[src/design/atr_pkg.sv]
// Shared constants, word types and control structs for the average true range block.
`default_nettype none

package atr_pkg;

    // Field widths of the bar and result words
    localparam int PRICE_BITS  = 32;
    localparam int FRAC_BITS   = 16;
    localparam int MAX_PERIOD  = 1024;
    localparam int PERIOD_BITS = 11;
    localparam int ATR_BITS    = PRICE_BITS + FRAC_BITS;

    // Derived datapath widths
    localparam int PM1_BITS  = $clog2(MAX_PERIOD);
    localparam int SUM_BITS  = PRICE_BITS + PM1_BITS;
    localparam int HALF_BITS = ATR_BITS / 2;
    localparam int PROD_BITS = (ATR_BITS - HALF_BITS) + PM1_BITS;
    localparam int DIV_BITS  = ATR_BITS + PM1_BITS + 1;
    localparam int CNT_BITS  = $clog2(DIV_BITS + 1);

    // Reset value of the period register
    localparam logic [PERIOD_BITS-1:0] PERIOD_RESET = PERIOD_BITS'(14);

    typedef struct packed {
        logic [PRICE_BITS-1:0] high;
        logic [PRICE_BITS-1:0] low;
        logic [PRICE_BITS-1:0] close;
        logic                  restart;
    } t_in_word;

    typedef struct packed {
        logic [ATR_BITS-1:0] atr;
        logic                seed;
    } t_out_word;

    // Commands from the controller to the datapath
    typedef struct packed {
        logic load;
        logic eval;
        logic mul_lo;
        logic mul_hi;
        logic div_start;
        logic finish;
    } t_cmd;

    // Status from the datapath to the controller
    typedef struct packed {
        logic first;
        logic emit;
        logic seed;
        logic div_done;
        logic out_free;
    } t_status;

    typedef enum logic [2:0] {
        S_IDLE,
        S_EVAL,
        S_MUL_LO,
        S_MUL_HI,
        S_DIV_LOAD,
        S_DIV,
        S_DONE
    } t_state;

endpackage

`default_nettype wire

[src/design/atr_div.sv]
// Restoring divider, one quotient bit per cycle, dividing by the live period.
`default_nettype none

module atr_div (
    input  wire                                 i_clk,
    input  wire                                 i_rst_n,
    input  wire                                 i_start,
    input  wire [atr_pkg::DIV_BITS-1:0]         i_dividend,
    input  wire [atr_pkg::PERIOD_BITS-1:0]      i_divisor,
    output logic                                o_done,
    output logic [atr_pkg::DIV_BITS-1:0]        o_quotient
);

    logic [atr_pkg::DIV_BITS-1:0]    r_q, n_q;
    logic [atr_pkg::PERIOD_BITS-1:0] r_r, n_r;
    logic [atr_pkg::CNT_BITS-1:0]    r_cnt, n_cnt;
    logic                            r_busy, n_busy;
    logic                            r_done, n_done;

    logic [atr_pkg::PERIOD_BITS:0]   trial;
    logic                            fits;

    // One shift-subtract step
    always_comb begin
        trial = {r_r, r_q[atr_pkg::DIV_BITS-1]};
        fits  = trial >= {1'b0, i_divisor};
        n_q    = r_q;
        n_r    = r_r;
        n_cnt  = r_cnt;
        n_busy = r_busy;
        n_done = 1'b0;
        if (i_start) begin
            n_q    = i_dividend;
            n_r    = '0;
            n_cnt  = '0;
            n_busy = 1'b1;
        end else if (r_busy) begin
            n_q   = {r_q[atr_pkg::DIV_BITS-2:0], fits};
            n_r   = fits ? atr_pkg::PERIOD_BITS'(trial - {1'b0, i_divisor})
                         : trial[atr_pkg::PERIOD_BITS-1:0];
            n_cnt = r_cnt + 1'b1;
            if (r_cnt == atr_pkg::CNT_BITS'(atr_pkg::DIV_BITS - 1)) begin
                n_busy = 1'b0;
                n_done = 1'b1;
            end
        end
    end

    // Control state
    always_ff @(posedge i_clk) begin
        if (!i_rst_n) begin
            r_cnt  <= '0;
            r_busy <= 1'b0;
            r_done <= 1'b0;
        end else begin
            r_cnt  <= n_cnt;
            r_busy <= n_busy;
            r_done <= n_done;
        end
    end

    // Partial remainder and quotient shift register
    always_ff @(posedge i_clk) begin
        r_q <= n_q;
        r_r <= n_r;
    end

    assign o_done     = r_done;
    assign o_quotient = r_q;

endmodule

`default_nettype wire

[src/design/atr_dp.sv]
// Datapath: series state, true range, split multiplier, divider and output register.
`default_nettype none

module atr_dp (
    input  wire                               i_clk,
    input  wire                               i_rst_n,
    input  atr_pkg::t_cmd                     i_cmd,
    output atr_pkg::t_status                  o_status,
    input  wire [atr_pkg::PERIOD_BITS-1:0]    i_period,
    input  atr_pkg::t_in_word                 i_in_word,
    output logic                              o_out_valid,
    input  wire                               i_out_stall,
    output atr_pkg::t_out_word                o_out_word
);

    atr_pkg::t_in_word               r_bar;
    logic [atr_pkg::PRICE_BITS-1:0]  r_prior_close;
    logic                            r_has_prior;
    logic [atr_pkg::PERIOD_BITS-1:0] r_range_count;
    logic [atr_pkg::SUM_BITS-1:0]    r_range_sum;
    logic [atr_pkg::ATR_BITS-1:0]    r_average;
    logic [atr_pkg::PRICE_BITS-1:0]  r_tr;
    logic                            r_seed;
    logic [atr_pkg::PROD_BITS-1:0]   r_prod_lo;
    logic [atr_pkg::PROD_BITS-1:0]   r_prod_hi;
    logic                            r_out_valid;
    atr_pkg::t_out_word              r_out_word;

    logic [atr_pkg::PRICE_BITS-1:0]  gap_hi, gap_lo, spread, tr;
    logic [atr_pkg::PM1_BITS-1:0]    pm1;
    logic [atr_pkg::PROD_BITS-1:0]   mul_a, mul_y;
    logic [atr_pkg::PERIOD_BITS:0]   count_inc;
    logic                            below, seed_now, first;
    logic [atr_pkg::DIV_BITS-1:0]    dividend;
    logic                            div_done;
    logic [atr_pkg::DIV_BITS-1:0]    quotient;
    logic                            out_free;

    // True range against the prior close
    always_comb begin
        gap_hi = (r_bar.high >= r_prior_close) ? r_bar.high - r_prior_close
                                               : r_prior_close - r_bar.high;
        gap_lo = (r_bar.low >= r_prior_close) ? r_bar.low - r_prior_close
                                              : r_prior_close - r_bar.low;
        spread = r_bar.high - r_bar.low;
        tr     = (gap_lo > gap_hi) ? gap_lo : gap_hi;
        if (r_bar.high >= r_bar.low && spread > tr) begin
            tr = spread;
        end
    end

    // Bar classification
    always_comb begin
        first     = r_bar.restart || !r_has_prior;
        count_inc = {1'b0, r_range_count} + 1'b1;
        below     = r_range_count < i_period;
        seed_now  = below && (count_inc == {1'b0, i_period});
    end

    // Shared 24 x 10 multiplier: average times (period - 1), one half a cycle
    assign pm1   = atr_pkg::PM1_BITS'(i_period - 1'b1);
    assign mul_a = i_cmd.mul_hi
                 ? atr_pkg::PROD_BITS'(r_average[atr_pkg::ATR_BITS-1:atr_pkg::HALF_BITS])
                 : atr_pkg::PROD_BITS'(r_average[atr_pkg::HALF_BITS-1:0]);
    assign mul_y = mul_a * atr_pkg::PROD_BITS'(pm1);

    // Dividend: scaled sum for the seed, Wilder numerator otherwise
    always_comb begin
        if (r_seed) begin
            dividend = atr_pkg::DIV_BITS'({r_range_sum, {atr_pkg::FRAC_BITS{1'b0}}});
        end else begin
            dividend = (atr_pkg::DIV_BITS'(r_prod_hi) << atr_pkg::HALF_BITS)
                     + atr_pkg::DIV_BITS'(r_prod_lo)
                     + atr_pkg::DIV_BITS'({r_tr, {atr_pkg::FRAC_BITS{1'b0}}});
        end
    end

    atr_div u_div (
        .i_clk      (i_clk),
        .i_rst_n    (i_rst_n),
        .i_start    (i_cmd.div_start),
        .i_dividend (dividend),
        .i_divisor  (i_period),
        .o_done     (div_done),
        .o_quotient (quotient)
    );

    // Series state
    always_ff @(posedge i_clk) begin
        if (!i_rst_n) begin
            r_prior_close <= '0;
            r_has_prior   <= 1'b0;
            r_range_count <= '0;
            r_range_sum   <= '0;
            r_average     <= '0;
            r_seed        <= 1'b0;
        end else if (i_cmd.eval) begin
            r_prior_close <= r_bar.close;
            r_has_prior   <= 1'b1;
            if (first) begin
                r_range_count <= '0;
                r_range_sum   <= '0;
                r_average     <= '0;
            end else begin
                r_seed <= seed_now;
                if (below) begin
                    r_range_count <= count_inc[atr_pkg::PERIOD_BITS-1:0];
                    r_range_sum   <= r_range_sum + atr_pkg::SUM_BITS'(tr);
                end
            end
        end else if (i_cmd.finish) begin
            r_average <= quotient[atr_pkg::ATR_BITS-1:0];
        end
    end

    // Bar latch, range and products
    always_ff @(posedge i_clk) begin
        if (i_cmd.load) begin
            r_bar <= i_in_word;
        end
        if (i_cmd.eval) begin
            r_tr <= tr;
        end
        if (i_cmd.mul_lo) begin
            r_prod_lo <= mul_y;
        end
        if (i_cmd.mul_hi) begin
            r_prod_hi <= mul_y;
        end
    end

    // Output register: frees the input side while a result waits
    assign out_free = !r_out_valid || !i_out_stall;

    always_ff @(posedge i_clk) begin
        if (!i_rst_n) begin
            r_out_valid <= 1'b0;
        end else if (i_cmd.finish) begin
            r_out_valid <= 1'b1;
        end else if (!i_out_stall) begin
            r_out_valid <= 1'b0;
        end
    end

    always_ff @(posedge i_clk) begin
        if (i_cmd.finish) begin
            r_out_word.atr  <= quotient[atr_pkg::ATR_BITS-1:0];
            r_out_word.seed <= r_seed;
        end
    end

    assign o_status.first    = first;
    assign o_status.emit     = !first && (!below || seed_now);
    assign o_status.seed     = seed_now;
    assign o_status.div_done = div_done;
    assign o_status.out_free = out_free;
    assign o_out_valid       = r_out_valid;
    assign o_out_word        = r_out_word;

    // A result is only written into a free output register
    a_finish_free: assert property (@(posedge i_clk) disable iff (!i_rst_n)
        i_cmd.finish |-> out_free)
        else $error("result loaded over an undelivered word");

    // A restart bar, or the first bar after reset, clears the series and leaves a held close
    a_restart_clears: assert property (@(posedge i_clk) disable iff (!i_rst_n)
        (i_cmd.eval && first) |=> (r_has_prior && r_range_count == '0
                                   && r_range_sum == '0 && r_average == '0))
        else $error("restart bar left stale series state");

    // The delivered seed flag follows the bar that produced it
    a_seed_flag: assert property (@(posedge i_clk) disable iff (!i_rst_n)
        i_cmd.finish |=> (r_out_valid && r_out_word.seed == $past(r_seed)))
        else $error("output word seed flag mismatch");

endmodule

`default_nettype wire

[src/design/atr_ctrl.sv]
// Controller state machine sequencing range, multiply, divide and delivery.
`default_nettype none

module atr_ctrl (
    input  wire               i_clk,
    input  wire               i_rst_n,
    input  wire               i_in_valid,
    output logic              o_in_stall,
    input  atr_pkg::t_status  i_status,
    output atr_pkg::t_cmd     o_cmd
);

    atr_pkg::t_state r_state, n_state;

    // Next state
    always_comb begin
        n_state = r_state;
        unique case (r_state)
            atr_pkg::S_IDLE: begin
                if (i_in_valid) begin
                    n_state = atr_pkg::S_EVAL;
                end
            end
            atr_pkg::S_EVAL: begin
                priority if (!i_status.emit) begin
                    n_state = atr_pkg::S_IDLE;
                end else if (i_status.seed) begin
                    n_state = atr_pkg::S_DIV_LOAD;
                end else begin
                    n_state = atr_pkg::S_MUL_LO;
                end
            end
            atr_pkg::S_MUL_LO:   n_state = atr_pkg::S_MUL_HI;
            atr_pkg::S_MUL_HI:   n_state = atr_pkg::S_DIV_LOAD;
            atr_pkg::S_DIV_LOAD: n_state = atr_pkg::S_DIV;
            atr_pkg::S_DIV: begin
                if (i_status.div_done) begin
                    n_state = atr_pkg::S_DONE;
                end
            end
            atr_pkg::S_DONE: begin
                if (i_status.out_free) begin
                    n_state = atr_pkg::S_IDLE;
                end
            end
            default: n_state = atr_pkg::S_IDLE;
        endcase
    end

    // Commands
    always_comb begin
        o_cmd           = '0;
        o_in_stall      = (r_state != atr_pkg::S_IDLE);
        o_cmd.load      = (r_state == atr_pkg::S_IDLE) && i_in_valid;
        o_cmd.eval      = (r_state == atr_pkg::S_EVAL);
        o_cmd.mul_lo    = (r_state == atr_pkg::S_MUL_LO);
        o_cmd.mul_hi    = (r_state == atr_pkg::S_MUL_HI);
        o_cmd.div_start = (r_state == atr_pkg::S_DIV_LOAD);
        o_cmd.finish    = (r_state == atr_pkg::S_DONE) && i_status.out_free;
    end

    always_ff @(posedge i_clk) begin
        if (!i_rst_n) begin
            r_state <= atr_pkg::S_IDLE;
        end else begin
            r_state <= n_state;
        end
    end

endmodule

`default_nettype wire

[src/design/average_true_range_top.sv]
// Top level of the Wilder average true range block: period register and unit wiring.
//
// Use: bars arrive on the input channel (i_in_valid / o_in_stall, word
// i_in_word); a word is taken at an edge with valid high and stall low.
// Results leave on the output channel (o_out_valid / i_out_stall, word
// o_out_word) with the same rule, the receiver driving stall.
// The user writes the period (i_cfg_valid / o_cfg_ready / i_cfg_data) only while
// idle, which the block does not enforce; zero acts as 1, above 1024 as 1024.
// Flow: one bar at a time. A bar that gives no result stalls the input only
// while it is evaluated. A seed result comes from the evaluation, then the
// 59-step one-bit-per-cycle period divider; a smoothed result also passes the
// low and high halves of the split 24 x 10 multiplier before the divide. The
// next bar is taken once a result is written into the output register.
// The output register holds a result while i_out_stall is high; the next bar
// is still taken and worked on, and waits only to write its own result.
// Reset clears the series (no close held), sets the period to 14 and
// empties the output register.
`default_nettype none

module average_true_range_top (
    input  wire                              i_clk,
    input  wire                              i_rst_n,
    input  wire                              i_in_valid,
    output logic                             o_in_stall,
    input  atr_pkg::t_in_word                i_in_word,
    output logic                             o_out_valid,
    input  wire                              i_out_stall,
    output atr_pkg::t_out_word               o_out_word,
    input  wire                              i_cfg_valid,
    output logic                             o_cfg_ready,
    input  wire [atr_pkg::PERIOD_BITS-1:0]   i_cfg_data
);

    logic [atr_pkg::PERIOD_BITS-1:0] r_period;
    logic [atr_pkg::PERIOD_BITS-1:0] live_period;
    atr_pkg::t_cmd                   cmd;
    atr_pkg::t_status                status;

    // Period register, always ready
    assign o_cfg_ready = 1'b1;

    always_ff @(posedge i_clk) begin
        if (!i_rst_n) begin
            r_period <= atr_pkg::PERIOD_RESET;
        end else if (i_cfg_valid && o_cfg_ready) begin
            r_period <= i_cfg_data;
        end
    end

    // Clamp the period into one to the maximum
    always_comb begin
        priority if (r_period == '0) begin
            live_period = atr_pkg::PERIOD_BITS'(1);
        end else if (r_period > atr_pkg::PERIOD_BITS'(atr_pkg::MAX_PERIOD)) begin
            live_period = atr_pkg::PERIOD_BITS'(atr_pkg::MAX_PERIOD);
        end else begin
            live_period = r_period;
        end
    end

    atr_ctrl u_ctrl (
        .i_clk      (i_clk),
        .i_rst_n    (i_rst_n),
        .i_in_valid (i_in_valid),
        .o_in_stall (o_in_stall),
        .i_status   (status),
        .o_cmd      (cmd)
    );

    atr_dp u_dp (
        .i_clk       (i_clk),
        .i_rst_n     (i_rst_n),
        .i_cmd       (cmd),
        .o_status    (status),
        .i_period    (live_period),
        .i_in_word   (i_in_word),
        .o_out_valid (o_out_valid),
        .i_out_stall (i_out_stall),
        .o_out_word  (o_out_word)
    );

endmodule

`default_nettype wire
[config.mk]
export PLATFORM = sky130hd
export DESIGN_NAME = average_true_range_top
export DESIGN_NICKNAME = d
export VERILOG_FILES = /design/src/design/atr_pkg.sv /design/src/design/atr_div.sv /design/src/design/atr_dp.sv /design/src/design/atr_ctrl.sv /design/src/design/average_true_range_top.sv
export SDC_FILE = /design/constraint.sdc
export NUM_CORES = 2
export LEC_CHECK = 0
export ABC_AREA = 0
export BUFFER_PORTS_ARGS = -buffer_cell sky130_fd_sc_hd__buf_4
export CAP_MARGIN = 20
export CORE_MARGIN = 2
export CORE_UTILIZATION = 50
export CTS_BUF_LIST = sky130_fd_sc_hd__clkbuf_4 sky130_fd_sc_hd__clkbuf_8
export DETAILED_ROUTE_END_ITERATION = 10
export GPL_TIMING_DRIVEN = 1
export HOLD_SLACK_MARGIN = 0.03
export PLACE_DENSITY_LB_ADDON = 0.05
export RECOVER_POWER = 100
export SLEW_MARGIN = 10
export SYNTH_ARGS = -nofsm -noshare
export SYNTH_HDL_FRONTEND = slang
export SYNTH_SLANG_ARGS = --single-unit
[constraint.sdc]
create_clock -name i_clk -period 12.2 [get_ports i_clk]
set_input_delay 2.44 -clock i_clk [delete_from_list [all_inputs] [get_ports i_clk]]
set_output_delay 2.44 -clock i_clk [all_outputs]
set_load 0.03 [all_outputs]
; ---- Yosys cells after proc, flatten, opt, wreduce, memory -nomap -nowiden
; Cells that the tools add are included.
[op_classes]
add_sub_neg = 12
n_mul = 1
n_lt_le_gt_ge = 8
n_eq_ne = 13
muxes = 30
bitwise_logic = 3
reduce_logical = 25
[op_table]
columns = operator, count
row1 = $mux 59, 3
row2 = $sub 32x32->32, 5
row3 = $mux 48, 3
row4 = $mux 32, 4
row5 = $ge 32x32->1, 3
row6 = $mux 42, 2
row7 = $gt 32x32->1, 2
row8 = $add 58x34->59, 1
row9 = $add 59x48->59, 1
row10 = $mux 11, 5
row11 = $add 42x32->42, 1
row12 = $mul 34x10->34, 1
row13 = $mux 24, 1
row14 = $pmux 3 s7, 1
row15 = $mux 3, 5
row16 = $add 11x1->12 const B, 1
row17 = $eq 12x11->1, 1
row18 = $ge 12x11->1, 1
row19 = $gt 11x11->1 const B, 1
row20 = $logic_not 11->1, 1
row21 = $lt 11x11->1, 1
row22 = $sub 11x11->11, 1
row23 = $sub 10x1->10 const B, 1
row24 = $eq 3x3->1 const B, 3
row25 = 18 further kinds, 43
[word_totals]
register_bits = 474
inputBits = 113
out_inout_bits = 52
word_cells = 115

; ---- Logic depth before layout (Yosys ltp)
[logic_depth]
ltp_word = 10
mapped_depth = 55
ltp_nobuf = 51

; ---- Modules after synthesis
; From an unflattened synthesis, not the netlist that was laid out.
[hier_totals]
hier_cells = 4245
area_unflattened_um2 = 40282.4
[modules_own_cells]
columns = module, instances, cells_each, area_per_inst_um2, seq_area_each_um2
row1 = atr_dp, 1, 3860, 35609.2, 10109.7
row2 = atr_div, 1, 299, 3910.0, 2152.1
row3 = average_true_range_top, 1, 53, 521.8, 220.2
row4 = atr_ctrl, 1, 33, 241.5, 60.1

; ---- Worst setup path after synthesis
; No wires, ideal clock.
[synth_timing]
kind = reg2reg
start = register u_dp.r_bar[33] (netlist name)
end = register u_dp.r_range_sum[26] (netlist name)
setup_ns = 0.125
t_arrival_ns = 10.313
required_time_ns = 12.075
slack_ns = 1.762
stages_incl_launch_ff = 52
n_path_buf = 3
synth_period_minus_slack_ns = 10.438
cell_sequence = edfxtp_1 > inv_1 > ha_1 > inv_1 > fa_1 > a211oi_1 > o21ai_0 > nand4_1 > a21boi_1 > nor3_4 > a211oi_1 > o311ai_0 > a31oi_1 > xnor2_1 > ha_1 > a21o_1 > a21o_1 > a21o_1 > [16 not listed] > inv_2 > buf_2 > nand2_1 > a21oi_1 > a21oi_1 > ha_1 > fa_1 > a21o_1 > a21oi_1 > o211ai_1 > a221oi_1 > a2111oi_2 > o21ai_0 > o21ai_0 > a21o_1 > a21oi_1 > xor2_1 > o21ai_0
[synth_between]
elab_chain_len = 10
word_cells_on_any_way = 14
cone_classes = add/sub (4) / order compare (4) / mux (5) / reduce/logical (1)
[synth_rtl]
columns = element, line
row1 = from (decl), atr_dp.sv:16  ; atr_pkg::t_in_word r_bar;
row2 = from (signal assigned), atr_dp.sv:119  ; r_bar <= i_in_word;
row3 = "$sub 32x32->32, or another cell as far along", atr_dp.sv:44  ; : r_prior_close - r_bar.low;
row4 = $mux 32, atr_dp.sv:43  ; gap_lo = (r_bar.low >= r_prior_close) ? r_bar.low - r_prior_close
row5 = $gt 32x32->1, atr_dp.sv:46  ; tr = (gap_lo > gap_hi) ? gap_lo : gap_hi;
row6 = $mux 32, atr_dp.sv:46
row7 = $gt 32x32->1, atr_dp.sv:47  ; if (r_bar.high >= r_bar.low && spread > tr) begin
row8 = $logic_and 1x1->1, atr_dp.sv:47
row9 = $mux 32 *, atr_dp.sv:47
row10 = net u_dp.tr (one bit), atr_dp.sv:29  ; logic [atr_pkg::PRICE_BITS-1:0] gap_hi, gap_lo, spread, tr;
row11 = $add 42x32->42 *, atr_dp.sv:108  ; r_range_sum <= r_range_sum + atr_pkg::SUM_BITS'(tr);
row12 = $mux 42 *, atr_dp.sv:106  ; if (below) begin
row13 = $mux 42 *, atr_dp.sv:100  ; if (first) begin
row14 = to (signal assigned), atr_dp.sv:108
row15 = to (decl), atr_dp.sv:20  ; logic [atr_pkg::SUM_BITS-1:0] r_range_sum;
; Mark *: on every way through the listed nets, which the timed path passes. The rest lies on a longest branch. The select of a mux whose other input is x is not followed.
; A chain may end at the register's enable or synchronous reset.

; ---- Final worst setup path
[layout_timing]
start = register u_dp.r_prior_close[21] (netlist name)
end = register u_dp.r_range_sum[34] (netlist name)
[layout_between]
elab_chain_len = 10
word_cells_on_any_way = 16
cone_classes = add/sub (5) / order compare (4) / mux (6) / reduce/logical (1)
[layout_rtl]
columns = element, line
row1 = from (decl), atr_dp.sv:17  ; logic [atr_pkg::PRICE_BITS-1:0] r_prior_close;
row2 = from (signal assigned), atr_dp.sv:98  ; r_prior_close <= r_bar.close;
row3 = "$sub 32x32->32, or another cell as far along", atr_dp.sv:44
row4 = "$mux 32, on equally long branches", "atr_dp.sv:43, atr_dp.sv:41"
row5 = $gt 32x32->1, atr_dp.sv:46
row6 = $mux 32 *, atr_dp.sv:46
row7 = $gt 32x32->1, atr_dp.sv:47
row8 = $logic_and 1x1->1, atr_dp.sv:47
row9 = $mux 32 *, atr_dp.sv:47
row10 = net u_dp.tr (one bit), atr_dp.sv:29
row11 = $add 42x32->42 *, atr_dp.sv:108
row12 = $mux 42 *, atr_dp.sv:106
row13 = $mux 42 *, atr_dp.sv:100
; Marks and branches as above.

==> impl_metrics.py <==
metrics = {
    "clock_network": {
        "ctsLongestPathBuffers": 3,
        "cts.root.buffer_cell": "clkbuf_8",
        "post_cts_resize_count": 0,
        "clock-sinks": 474,
        "clock_transition_time_at_the_flip_flop_clock_pins_of_the_worst_setup_and_hold_paths_ns": 0.06,
        "cts.htree.levels": 3,
        "clk-insertion-delay-late_ns": 0.74,
        "cts-hold-fix-buffers": 0,
        "clock_tree_from_tritoncts": "built",
        "post-cts-setup-buffer-count": 0,
        "clock_buffers_created_by_tritoncts": 87,
    },
    "setup_path": {
        "critPathMostFrequentCell": "a21oi_1",
        "worstRegToRegCells": 51,
        "crit_path_max_incr_delay_ns": 0.53,
        "worst-r2r-setup-slack_ns": 0.73,
        "crit_slowest_cell": "ha_1",
        "worstReg2RegStart": "u_dp.r_prior_close[21]",
        "worstPathRequired_ns": 12.78,
        "setup.worst_path.class": "reg2reg",
        "worstPathArrival_ns": 12.04,
        "setup.worst_path.start_class": "flip-flop",
        "crit_path_max_fanout": 10,
        "crit_path_end_kind": "flip-flop",
        "critical_path.reg2reg.endpoint": "u_dp.r_range_sum[34]",
        "source_of_the_critical_timing_path": "u_dp.r_prior_close[21]",
    },
    "drt": {
        "detail-route-antenna-nets": 0,
        "wl_mm": 128,
        "total_via_count_after_detailed_routing": 33039,
        "drt_iter0_drc": 2092,
        "wl_per_cell_um": 22.7,
        "drtPass1Iterations": 6,
        "routed_via_density": 5.84,
        "route.detailed.drc": 0,
    },
    "timing": {
        "worst_slack_ns": 0.731,
        "fin_skew_ns": 0.0546,
        "finalSetupViolCount": 0,
        "hold_slack_ns": 0.471,
        "slew_headroom": -1.87,
        "worst-slew-pin-transition_ns": 4.30,
        "final.period_utilization": 0.940,
        "hold_viol": 0,
        "maxSlewViolCount": 765,
        "finalWorstPathRequiredPeriod_ns": 11.47,
        "maxClockFrequency_mhz": 87.2,
    },
    "global_route": {
        "wire_length_of_the_first_global_routing_pass_mm": 196,
        "gr-total-overflow": 0,
        "largest_net_degree_at_the_start_of_global_routing": 89,
        "first_global_vias": 32962,
        "gr-usage-all-layers": 0.311,
        "initial_antenna_violation_count": 1,
    },
    "hold_path": {
        "hold_path.startpoint": "u_dp.r_has_prior",
        "hold_path_class": "reg2reg",
        "timing.hold.worst_endpoint": "u_dp.r_has_prior",
        "whs_path_depth": 1,
    },
    "synth": {
        "postSynthRegisterBits": 474,
        "unique_masters_post_synth": 113,
        "netlist_top_cells_area": "edfxtp_1, ha_1, fa_1",
        "register_area_share_after_synthesis": 0.313,
        "synth_top_area_share": 0.229,
        "postSynth.asyncResetShare": 0,
        "ys_dominant_reg_cell": "edfxtp_1",
        "synth.avg_cell_area_um2": 9.11,
        "count_of_warnings_emitted_by_yosys": 0,
        "largest_area_contributor_in_the_synthesized_netlist": "edfxtp_1",
        "netlist_area_mm2": 0.0400,
        "postSynthNetCount": 5104,
        "synth_cells": 4394,
        "synth_enable_flop_cells": 305,
    },
    "place": {
        "worst_slack_at_placement_ns": 0.187,
        "globalplace.congestion": 0.965,
        "placement.cell_area_mm2": 0.0424,
        "place_hpwl_mm": 101,
        "port-buffer-count": 163,
    },
    "layout": {
        "most_common_cell_after_layout_fill_and_taps_aside": "nand2_1",
        "final_nets": 5239,
        "final_cell_mix": "nand2_1, ha_1, nor2_1, a21oi_1, inv_1",
        "layout-area-overhead-vs-synth_pct": 9.85,
        "final_design_area_no_fill_mm2": 0.0440,
        "post_route_cells_drive_above_1_share": 0.0834,
    },
    "floorplanning": {
        "die_width_um": 287,
        "core_area_mm2": 0.0791,
        "initial_utilization": 0.506,
        "num_io_pins": 165,
        "floorplan.rows": 103,
        "die_y_um": 287,
        "die-area_mm2": 0.0824,
    },
    "power_and_ir_drop": {
        "ir_worst_vdd_mv": 0.0913,
        "p_leak_nw": 19.1,
        "cellPowerDensity_mw_per_mm2": 138,
    },
    "run_status": {
        "status": "complete, but fails checks",
        "violations_in_the_final_reports": "max-capacitance violations, max-slew violations",
    },
    "job": {
        "cap_viol_max_count": 16,
    },
}
[worst max-delay path, delay by kind of cell (launching register included)]
kind | cells | cell delay (ns)
xor gates and xnor gates | 2 | 0.57
and+or+nand+nor | 12 | 2.01
DFF | 1 | 0.41
AOI/OAI and AO/OA | 28 | 6.35
buffers and inverters | 4 | 0.54
adders and majority gates | 5 | 1.42
[power by group]
part	total, W	switching (W)	internal [W]
Combinational	0.00255	0.00155	0.00100
Clock	0.00166	0.000751	0.000906
Sequential	0.00186	0.0000505	0.00180
Total	0.00606	0.00235	0.00371
[layer usage]
layer  track usage  vias to the layer above  routed length (µm)
li1              -                    15802                   -
met1         0.383                    15918               52200
met2         0.534                     1022               62200
met3        0.0394                      297                6200
met4         0.163                        0                7560
met5             0                        -                   0
[stage by stage]
stage                     instances  utilization  setup TNS, ns  power (W)
after detailed placement       5490        0.536              0    0.00440
after floorplan                4394            -              0    0.00370
final                          5655        0.556              0    0.00606
after CTS                      5652        0.559              0    0.00608
after global placement         5490        0.536              0    0.00439
after global routing           5653        0.556         -0.312    0.00644
[cells by family after synthesis]
kind of cell             count (synthesis)  share of synthesized area
AO/OA/AOI/OAI                         1114                      0.181
XOR/XNOR                               207                     0.0456
adder cells (fa/ha/maj)                598                      0.223
buffers and inverters                  496                     0.0493
flip-flops                             474                      0.313
multiplexers                            83                     0.0209
other                                    1                  0.0000937
AND/OR/NAND/NOR                       1421                      0.167
[how the worst max path moves through the flow]
stage | to | slack (ns) | depth (start not counted)
6_report | u_dp.r_range_sum[34] | 0.73 | 51
5_1_grt | u_dp.r_range_sum[34] | -0.13 | 52
4_1_cts | u_dp.r_range_sum[34] | 0.14 | 52
3_5_place_dp | u_dp.r_range_sum[34] | 0.19 | 52
3_3_place_gp | u_dp.r_range_sum[34] | 0.36 | 51
2_1_floorplan | u_dp.r_range_sum[26] | 1.76 | 51
[layout make-up]
class | count | area [µm²]
Inverter | 315 | 1180
Clock inverter | 41 | 358
Multi-Input combinational cell | 3424 | 25600
Sequential cell | 474 | 12500
Timing Repair Buffer | 227 | 1460
Tap cell | 1050 | 1310
Clock buffer | 121 | 1490
Fill cell | 7430 | 35100
Antenna cell | 3 | 7.51
[flip-flops by register name, summed over array words and instances, names as in the netlist, 3 cells and up]
register and count:
u_dp.r_range_sum 42, u_dp.r_average 48, u_dp.u_div.r_cnt 6, u_dp.r_range_count 11, u_dp.o_out_word 49, u_ctrl.r_state 3, u_dp.r_prod_hi 34, u_dp.u_div.r_r 11
r_period 11, u_dp.u_div.o_quotient 59, u_dp.r_tr 32, u_dp.r_prod_lo 34, u_dp.r_prior_close 32, u_dp.r_bar 97
[synth_stat cells, types with 12 or more instances]
cell type / number
a211oi_1: 41
a21boi_0: 51
a21o_1: 99
a21oi_1: 322
a221o_1: 13
a22oi_1: 75
a31oi_1: 30
and2_1: 30
and3_1: 34
buf_1: 12
buf_2: 34
clkbuf_1: 119
dfxtp_1: 169
edfxtp_1: 305
fa_1: 192
ha_1: 405
inv_1: 314
mux2i_1: 78
nand2_1: 525
nand2b_1: 68
nand3_1: 66
nand3b_1: 27
nand4_1: 52
nor2_1: 354
nor2b_1: 122
nor3_1: 66
o211ai_1: 17
o21a_1: 42
o21ai_0: 219
o21ai_1: 23
o21bai_1: 38
o31a_1: 12
o31ai_1: 12
xnor2_1: 135
xor2_1: 71
Note: power is estimated with default switching activity, not from simulation.
